## src/mbps_pkg.sv

```systemverilog
// Package with the word types and register indexes of the masked byte pattern search.
`timescale 1ns / 1ps

package mbps_pkg;

    localparam int CFG_DATA_W  = 64;
    localparam int CFG_INDEX_W = 3;
    localparam int ADDR_W      = 32;
    localparam int LEN_CFG_W   = 5;
    localparam int PAT_BYTES   = 16;

    typedef enum logic [CFG_INDEX_W-1:0] {
        REG_PATTERN_LOW     = 3'd0,
        REG_PATTERN_HIGH    = 3'd1,
        REG_MASK_LOW        = 3'd2,
        REG_MASK_HIGH       = 3'd3,
        REG_PATTERN_LENGTH  = 3'd4,
        REG_USE_MASK        = 3'd5,
        REG_SEARCH_BACKWARD = 3'd6,
        REG_REGION_BASE     = 3'd7
    } cfg_index_t;

    typedef struct packed {
        logic [7:0] data_byte;
        logic       last_byte;
    } in_word_t;

    typedef struct packed {
        logic              found;
        logic [ADDR_W-1:0] match_address;
    } out_word_t;

endpackage

```

## src/mbps_match.sv

```systemverilog
// Byte window shift register and masked pattern comparators.
`timescale 1ns / 1ps

module mbps_match #(
    parameter int PATTERN_MAX = 16,
    parameter int LEN_W       = 5
) (
    input  logic                          aclk,
    input  logic                          shift_en,
    input  logic [7:0]                    data_byte,
    input  logic [8*mbps_pkg::PAT_BYTES-1:0] pattern,
    input  logic [8*mbps_pkg::PAT_BYTES-1:0] mask,
    input  logic                          use_mask,
    input  logic [LEN_W-1:0]              len,
    output logic                          hit
);
    import mbps_pkg::*;

    localparam int IDX_W = (PATTERN_MAX > 1) ? $clog2(PATTERN_MAX) : 1;

    // Entry 0 holds the newest byte.
    logic [7:0] window_reg  [PATTERN_MAX];
    logic [7:0] window_next [PATTERN_MAX];

    always_comb begin
        window_next[0] = data_byte;
        for (int k = 1; k < PATTERN_MAX; k++) begin
            window_next[k] = window_reg[k-1];
        end
    end

    always_ff @(posedge aclk) begin
        if (shift_en) begin
            window_reg <= window_next;
        end
    end

    // Pattern byte i lines up with the byte that arrived len-1-i bytes ago,
    // so the newest byte meets the last pattern byte.
    always_comb begin
        logic [LEN_W-1:0] pos;
        logic [7:0]       p;
        logic [7:0]       b;
        logic [7:0]       m;
        hit = 1'b1;
        for (int i = 0; i < PATTERN_MAX; i++) begin
            pos = len - LEN_W'(1) - LEN_W'(i);
            p   = pattern[8*i +: 8];
            m   = use_mask ? mask[8*i +: 8] : 8'hFF;
            b   = window_next[pos[IDX_W-1:0]];
            if (LEN_W'(i) < len) begin
                if ((p & m) != (b & m)) begin
                    hit = 1'b0;
                end
            end
        end
    end

endmodule

```

## src/masked_byte_pattern_search_top.sv

```systemverilog
// Top level of the masked byte pattern search: configuration, match tracking and output words.
//
//   Channel | Direction | Handshake          | Payload
//   s_      | in        | s_valid / s_ready  | in_word_t  {data_byte, last_byte}
//   m_      | out       | m_valid / m_ready  | out_word_t {found, match_address}
//   cfg_    | in        | cfg_we             | cfg_addr (register index), cfg_wdata
//
// One byte is taken every cycle while the output side drains; the compare of the
// whole window and the match bookkeeping fit in the cycle that accepts the byte.
// A result word passes the middle stage and then the output register after its last
// byte is accepted: the match record is taken into the middle stage as the byte is
// accepted, and the base address add goes into the output register from there.
// Reset is synchronous, active low, and clears the configuration and the region state.
// When the output register is full and not taken, both stages hold and s_ready drops.
`timescale 1ns / 1ps

module masked_byte_pattern_search_top #(
    parameter int PATTERN_MAX = 16
) (
    input  logic                                aclk,
    input  logic                                aresetn,
    input  logic                                s_valid,
    output logic                                s_ready,
    input  mbps_pkg::in_word_t                  s_data,
    output logic                                m_valid,
    input  logic                                m_ready,
    output mbps_pkg::out_word_t                 m_data,
    input  logic                                cfg_we,
    input  logic [mbps_pkg::CFG_INDEX_W-1:0]    cfg_addr,
    input  logic [mbps_pkg::CFG_DATA_W-1:0]     cfg_wdata
);
    import mbps_pkg::*;

    localparam int LEN_W = $clog2(PATTERN_MAX + 1);

    // Configuration registers
    logic [CFG_DATA_W-1:0] pattern_low_reg, pattern_high_reg;
    logic [CFG_DATA_W-1:0] mask_low_reg, mask_high_reg;
    logic [LEN_CFG_W-1:0]  pattern_length_reg;
    logic                  use_mask_reg;
    logic                  search_backward_reg;
    logic [ADDR_W-1:0]     region_base_reg;

    always_ff @(posedge aclk) begin
        if (!aresetn) begin
            pattern_low_reg     <= '0;
            pattern_high_reg    <= '0;
            mask_low_reg        <= '0;
            mask_high_reg       <= '0;
            pattern_length_reg  <= LEN_CFG_W'(1);
            use_mask_reg        <= 1'b0;
            search_backward_reg <= 1'b0;
            region_base_reg     <= '0;
        end else if (cfg_we) begin
            case (cfg_index_t'(cfg_addr))
                REG_PATTERN_LOW:     pattern_low_reg     <= cfg_wdata;
                REG_PATTERN_HIGH:    pattern_high_reg    <= cfg_wdata;
                REG_MASK_LOW:        mask_low_reg        <= cfg_wdata;
                REG_MASK_HIGH:       mask_high_reg       <= cfg_wdata;
                REG_PATTERN_LENGTH:  pattern_length_reg  <= cfg_wdata[LEN_CFG_W-1:0];
                REG_USE_MASK:        use_mask_reg        <= cfg_wdata[0];
                REG_SEARCH_BACKWARD: search_backward_reg <= cfg_wdata[0];
                REG_REGION_BASE:     region_base_reg     <= cfg_wdata[ADDR_W-1:0];
                default: ;
            endcase
        end
    end

    // Effective pattern length, clamped to 1..PATTERN_MAX.
    logic [LEN_W-1:0] len_eff;
    logic [LEN_W-1:0] len_m1;

    always_comb begin
        if (pattern_length_reg == '0) begin
            len_eff = LEN_W'(1);
        end else if (pattern_length_reg > LEN_CFG_W'(PATTERN_MAX)) begin
            len_eff = LEN_W'(PATTERN_MAX);
        end else begin
            len_eff = LEN_W'(pattern_length_reg);
        end
        len_m1 = len_eff - LEN_W'(1);
    end

    // Handshake and pipeline control
    logic stall;
    logic accept;

    assign stall   = m_valid && !m_ready;
    assign s_ready = !stall;
    assign accept  = s_valid && s_ready;

    logic hit;

    mbps_match #(
        .PATTERN_MAX (PATTERN_MAX),
        .LEN_W       (LEN_W)
    ) u_match (
        .aclk      (aclk),
        .shift_en  (accept),
        .data_byte (s_data.data_byte),
        .pattern   ({pattern_high_reg, pattern_low_reg}),
        .mask      ({mask_high_reg, mask_low_reg}),
        .use_mask  (use_mask_reg),
        .len       (len_eff),
        .hit       (hit)
    );

    // Region state
    logic [ADDR_W-1:0] bytes_seen_reg, bytes_seen_next;
    logic              have_match_reg, have_match_next;
    logic [ADDR_W-1:0] match_offset_reg, match_offset_next;

    logic              seen_sat;
    logic              window_full;
    logic [ADDR_W-1:0] cand_offset;
    logic              take_hit;

    // With the byte counted, the window is full once bytes_seen >= len-1 before
    // the increment; a saturated count is always past any pattern length.
    assign seen_sat    = &bytes_seen_reg;
    assign window_full = bytes_seen_reg >= ADDR_W'(len_m1);
    assign cand_offset = bytes_seen_reg - ADDR_W'(seen_sat ? len_eff : len_m1);
    assign take_hit    = hit && window_full && (search_backward_reg || !have_match_reg);

    always_comb begin
        bytes_seen_next   = seen_sat ? bytes_seen_reg : bytes_seen_reg + ADDR_W'(1);
        have_match_next   = have_match_reg || take_hit;
        match_offset_next = take_hit ? cand_offset : match_offset_reg;
    end

    always_ff @(posedge aclk) begin
        if (!aresetn) begin
            bytes_seen_reg   <= '0;
            have_match_reg   <= 1'b0;
            match_offset_reg <= '0;
        end else if (accept) begin
            if (s_data.last_byte) begin
                bytes_seen_reg   <= '0;
                have_match_reg   <= 1'b0;
                match_offset_reg <= '0;
            end else begin
                bytes_seen_reg   <= bytes_seen_next;
                have_match_reg   <= have_match_next;
                match_offset_reg <= match_offset_next;
            end
        end
    end

    // Middle stage: the match record of a finished region.
    logic              mid_valid_reg;
    logic              mid_found_reg;
    logic [ADDR_W-1:0] mid_offset_reg;

    always_ff @(posedge aclk) begin
        if (!aresetn) begin
            mid_valid_reg <= 1'b0;
        end else if (!stall) begin
            mid_valid_reg <= accept && s_data.last_byte;
        end
    end

    always_ff @(posedge aclk) begin
        if (!stall && accept && s_data.last_byte) begin
            mid_found_reg  <= have_match_next;
            mid_offset_reg <= match_offset_next;
        end
    end

    // Output register
    logic      m_valid_reg;
    out_word_t m_data_reg;

    always_ff @(posedge aclk) begin
        if (!aresetn) begin
            m_valid_reg <= 1'b0;
        end else if (!stall) begin
            m_valid_reg <= mid_valid_reg;
        end
    end

    always_ff @(posedge aclk) begin
        if (!stall && mid_valid_reg) begin
            m_data_reg.found         <= mid_found_reg;
            m_data_reg.match_address <= mid_found_reg ? region_base_reg + mid_offset_reg
                                                      : '0;
        end
    end

    assign m_valid = m_valid_reg;
    assign m_data  = m_data_reg;

    // Checks

    assert property (@(posedge aclk) disable iff (!aresetn)
        accept && s_data.last_byte |=> bytes_seen_reg == '0 && !have_match_reg)
        else $error("region state not cleared after the last byte");

    assert property (@(posedge aclk) disable iff (!aresetn)
        have_match_reg |-> bytes_seen_reg != '0)
        else $error("match recorded with no bytes seen");

    assert property (@(posedge aclk) disable iff (!aresetn)
        mid_valid_reg && !stall |=> m_valid_reg)
        else $error("finished region lost between stages");

    assert property (@(posedge aclk) disable iff (!aresetn)
        m_valid_reg && !m_data_reg.found |-> m_data_reg.match_address == '0)
        else $error("address given without a match");

    assert property (@(posedge aclk) disable iff (!aresetn)
        accept && !s_data.last_byte && !seen_sat |=> bytes_seen_reg != '0)
        else $error("byte count failed to advance");

endmodule
```

## config.mk

```make
export PLATFORM = sky130hd
export DESIGN_NAME = masked_byte_pattern_search_top
export DESIGN_NICKNAME = d
export VERILOG_FILES = /design/src/mbps_pkg.sv /design/src/mbps_match.sv /design/src/masked_byte_pattern_search_top.sv
export SDC_FILE = /design/constraint.sdc
export NUM_CORES = 1
export LEC_CHECK = 0
export ABC_AREA = 0
export ABC_CLOCK_PERIOD_IN_PS = 21300
export BUFFER_PORTS_ARGS = -buffer_cell sky130_fd_sc_hd__buf_2
export CELL_PAD_IN_SITES_DETAIL_PLACEMENT = 0
export CELL_PAD_IN_SITES_GLOBAL_PLACEMENT = 2
export CORE_MARGIN = 4
export CORE_UTILIZATION = 44
export CTS_CLUSTER_DIAMETER = 100
export CTS_CLUSTER_SIZE = 12
export DETAILED_ROUTE_END_ITERATION = 7
export HOLD_SLACK_MARGIN = 0.12
export PLACE_DENSITY_LB_ADDON = 0.1
export SLEW_MARGIN = 40
export SYNTH_ARGS = -nofsm -noshare
export SYNTH_HDL_FRONTEND = slang
export SYNTH_SLANG_ARGS = --single-unit
```

## constraint.sdc

```tcl
create_clock -name aclk -period 21.3 [get_ports aclk]
set_input_delay 6.39 -clock aclk [delete_from_list [all_inputs] [get_ports aclk]]
set_output_delay 6.39 -clock aclk [all_outputs]
set_load 0.05 [all_outputs]
```

; Word level (Yosys, flattened, before mapping)
; Index checks and enable logic that the tools add are counted.
[classes]
addsub = 19
order_cmp = 34
eq_ne = 24
mux = 104
n_bitwise = 48
n_reduce_logical = 25
[ops]
columns = operator, n
row1 = $bmux W8 S4, 16
row2 = $mux W8, 48
row3 = $and A8 B8 Y8, 32
row4 = $mux W32, 4
row5 = $ne A8 B8 Y1, 16
row6 = $ge A5 B5 Y1 const B, 16
row7 = $not A4 Y5, 16
row8 = $lt A4 B5 Y1 const A, 8
row9 = $mux W1, 33
row10 = $add A32 B1 Y32 const B, 1
row11 = $add A32 B32 Y32, 1
row12 = $ge A32 B5 Y1, 1
row13 = $reduce_and A32 Y1, 1
row14 = $sub A32 B5 Y32, 1
row15 = $sub A4 B4 Y4 const B, 8
row16 = $lt A3 B5 Y1 const A, 4
row17 = $reduce_and A2 Y1, 9
row18 = $sub A4 B3 Y4 const B, 4
row19 = $mux W5, 3
row20 = $eq A3 B3 Y1 const B, 4
row21 = $lt A1 B5 Y1 const A, 2
row22 = $lt A2 B5 Y1 const A, 2
row23 = $logic_and A1 B1 Y1, 8
row24 = $sub A4 B2 Y4 const B, 2
row25 = 10 further kinds, 14
[totals]
reg_bits = 548
output_inout_bits = 35

; Longest topological paths before layout
[depth]
word_depth = 46
depth_mapped = 28
ltp_nobuf = 22

; By module
; Synthesis repeated with hierarchy kept, for this count alone.
[unflattened]
cells_unflattened = 3614
hier_area_um2 = 33422.1
[modules_own_cells]
columns = module, n_inst, cells_per_inst, area_per_inst_um2, seq_area_each_um2
row1 = masked_byte_pattern_search_top, 1, 2119, 18884.4, 9228.9
row2 = mbps_match, 1, 1495, 14537.7, 3603.5

; Worst setup path after synthesis
; No wires, ideal clock.
[synth_timing]
path_type = input port to output port
from = input port m_ready
to = output port s_ready
arrival_time_ps = 6788
required_time_ps = 14910
setup_slack_ps = 8122
cell_stages = 2
n_path_buf = 0
cell_sequence = nor2b_1 -> inv_1
[synth_via]
elab_chain_len = 3
[synth_rtl]
columns = item, line
row1 = from (decl), masked_byte_pattern_search_top.sv:26  ; input logic m_ready,
row2 = $logic_not A1 Y1, masked_byte_pattern_search_top.sv:88  ; assign stall = m_valid && !m_ready;
row3 = $logic_and A1 B1 Y1, masked_byte_pattern_search_top.sv:88
row4 = $logic_not A1 Y1, masked_byte_pattern_search_top.sv:89  ; assign s_ready = !stall;
row5 = to (decl), masked_byte_pattern_search_top.sv:23  ; output logic s_ready,
; No other way between the ends.

; Worst setup path after layout
; Ends and elaborated chain as after synthesis.

==> flow_metrics.env <==
export IMPL_outcome="complete, no violations"
export IMPL_endpoint_kind="primary output"
export IMPL_syn_nets=3502
export IMPL_cts_root_buf="clkbuf_16"
export IMPL_p_sw_uw=733
export IMPL_syn_inst=3366
export IMPL_seq_area_sq_um=12800
export IMPL_synth_area_sq_um=33200
export IMPL_die_w_um=283
export IMPL_cts_buffers=51
export IMPL_yosysSeqAreaShare_pct=38.7
export IMPL_antenna_found_initial=4
export IMPL_die_y_um=283
export IMPL_p_comb_share_pct=17.6
export IMPL_yosysTopAreaCell="dfxtp_1"
export IMPL_drtPass1Iterations=6
export IMPL_grt_use_total_pct=28.5
export IMPL_postPlaceCellArea_sq_um=34500
export IMPL_route_vias_total=27000
export IMPL_std_cell_rows=100
export IMPL_swShare_pct=29.7
export IMPL_finalSetupTns_ns=0
export IMPL_rr_worst_depth=21
export IMPL_core_area_sq_um=74600
export IMPL_netlist_top_cells_area="dfxtp_1, edfxtp_1, mux4_2"
export IMPL_wl_per_cell_um=26.6
export IMPL_multiInputGateArea_sq_um=19400
export IMPL_post_cts_setup_buffer_count=0
export IMPL_cp_required_ns=14.91
export IMPL_postLayoutCoreUtil_pct=48.4
export IMPL_worstHoldPathType="flip-flop to flip-flop"
export IMPL_hold_viol=0
export IMPL_cts_sinks=548
export IMPL_pin_count=116
export IMPL_ys_top_cells_by_count="nand2_1, dfxtp_1, a21boi_0, mux4_2, edfxtp_1"
export IMPL_htreeDepth=2
export IMPL_intPower_mw=1.73
export IMPL_final_period_utilization_pct=62.9
export IMPL_p_clk_share_pct=35.8
export IMPL_crit_type="input port to primary output"
export IMPL_clock_path_buffers=3
export IMPL_power_leakage_nw=12.9
export IMPL_fill_cells=6924
export IMPL_ir_worst_vdd_mv=0.0797
export IMPL_via_per_inst=6.22
export IMPL_nNetsFinal=3473
export IMPL_synth_top_area_share_pct=21.8
export IMPL_place_ws_ns=7.90
export IMPL_maxSlewViolCount=0
export IMPL_yosys_cell_count_top_type="nand2_1"
export IMPL_synth_edf_count=186
export IMPL_worst_clock_skew_ns=0.0238
export IMPL_async_flop_share_pct=0
export IMPL_synth_seq_cells=548
export IMPL_start_util_pct=44.5
export IMPL_io_buffers=115
export IMPL_power_density_nw_per_um2=68.2
export IMPL_ys_types=84
export IMPL_wl_um=115000
export IMPL_start_kind="input port"
export IMPL_gp_congestion=0.977
export IMPL_grt_overflow_total=0
export IMPL_drive_above_1_share_pct=14.7
export IMPL_place_detailed_hpwl_um=82000
export IMPL_setup_ws_ns=7.91
export IMPL_largest_register_ffs=120
export IMPL_fin_crit_ns=13.39
export IMPL_final_area_sq_um=36100
export IMPL_grt_max_degree=143
export IMPL_grt_first_pass_wirelength_um=171000
export IMPL_pwr_share_seq_pct=46.7
export IMPL_cts_reportedPaths_clkPinSlew_ns=0.06
export IMPL_cts_tree="yes"
export IMPL_ant_nets=0
export IMPL_grt_pass1_vias=25400
export IMPL_clock_latency_ns=0.63
export IMPL_post_route_drc_count=0
export IMPL_critPathMaxFanout=3
export IMPL_synth_warnings=0
export IMPL_drt_iter0_markers=2934
export IMPL_rsz0062_at_grt="false"
export IMPL_synth_ff_type="dfxtp_1"
export IMPL_cts_hold_fix_buffers=0
export IMPL_avgSynthCellArea_sq_um=9.86
export IMPL_arrival_ns=7.00
export IMPL_dieArea_sq_um=79900
export IMPL_slew_headroom_pct=31.3
export IMPL_fmax_mhz=74.7
export IMPL_holdPathStages=2
export IMPL_cts_resized=0
export IMPL_setup_violations=0
export IMPL_maxCapViolations=0
export IMPL_syn2layout_area_growth_pct=8.81
export IMPL_worstMarginPinSlew_ns=1.03
==> cell families (layout without fill, tap and decap cells) <==
logic type / count (synthesis) / in the layout / synth area share, %
XOR/XNOR: 218 / 218 / 5.86
multiplexers: 338 / 338 / 18.1
AO/OA/AOI/OAI: 688 / 688 / 14.6
buffers and inverters: 283 / 281 / 3.59
adder cells (fa/ha/maj): 56 / 56 / 2.15
flip-flops: 548 / 548 / 38.7
AND/OR/NAND/NOR: 1235 / 1235 / 17.1
other: 0 / 1 / 0
==> final cells by class <==
class                      instances  share of cell area, %
inverter                          34                  0.381
tap                              969                   3.36
clock buffer                      76                   3.79
sequential                       548                   35.5
clock inverter                     4                  0.236
timing repair buffer             167                   2.96
antenna                            1                0.00693
multi-input combinational       2535                   53.7
==> cells in the final DEF, fill, tap and decap left out, types with 39 or more instances in the layout <==
| master | n |
|---|---|
| ha_1 | 53 |
| and3_1 | 39 |
| o21ai_0 | 64 |
| nand2_1 | 784 |
| clkbuf_16 | 51 |
| edfxtp_1 | 186 |
| buf_2 | 114 |
| a21boi_0 | 291 |
| xor2_1 | 143 |
| mux2i_1 | 91 |
| xnor2_1 | 69 |
| nor2b_1 | 43 |
| a21oi_1 | 55 |
| mux4_2 | 205 |
| buf_4 | 39 |
| dfxtp_1 | 361 |
| nor2_1 | 89 |
==> per-layer routing <==
metal | GRT usage (%) | part of all wire [%] | vias to the layer above
met5 | 0 | 0.011 | -
li1 | - | - | 12200
met1 | 41.1 | 44 | 13500
met3 | 7.20 | 9.8 | 160
met4 | 7.85 | 3.0 | 2
met2 | 42.8 | 44 | 1128
==> worst max-delay path, cell delays in order <==
cell and delay [ns]:
buf_2 0.10, nor2b_1 0.18, inv_1 0.11, buf_2 0.22
==> per-stage QoR <==
stage	std cells	total power, mW	hold slack (ns)
floorplan	3366	1.43	0.438
global placement	4247	1.59	0.450
detailed placement	4251	1.60	0.457
CTS	4331	2.48	0.466
global route	4333	2.55	0.482
finish	4334	2.46	0.459
==> power by group through the flow <==
| stage | Sequential [mW] | Combinational [mW] | Clock, mW |
|---|---|---|---|
| after floorplan | 1.16 | 0.262 | 0 |
| after CTS | 1.15 | 0.425 | 0.906 |
| final | 1.15 | 0.433 | 0.882 |
| after global placement | 1.17 | 0.417 | 0 |
| after detailed placement | 1.17 | 0.424 | 0 |
| after global routing | 1.15 | 0.459 | 0.943 |
==> worst paths after layout <==
kind / endpoint / start / slack [ns]
worst min-delay path: mask_high_reg[1] / mask_high_reg[1] / 0.46
worst max register to register: mid_offset_reg[21] / pattern_length_reg[1] / 11.67
worst max-delay path: s_ready / m_ready / 7.91
worst min register to register: mask_high_reg[1] / mask_high_reg[1] / 0.46
Note: power is estimated with default switching activity, not from simulation.
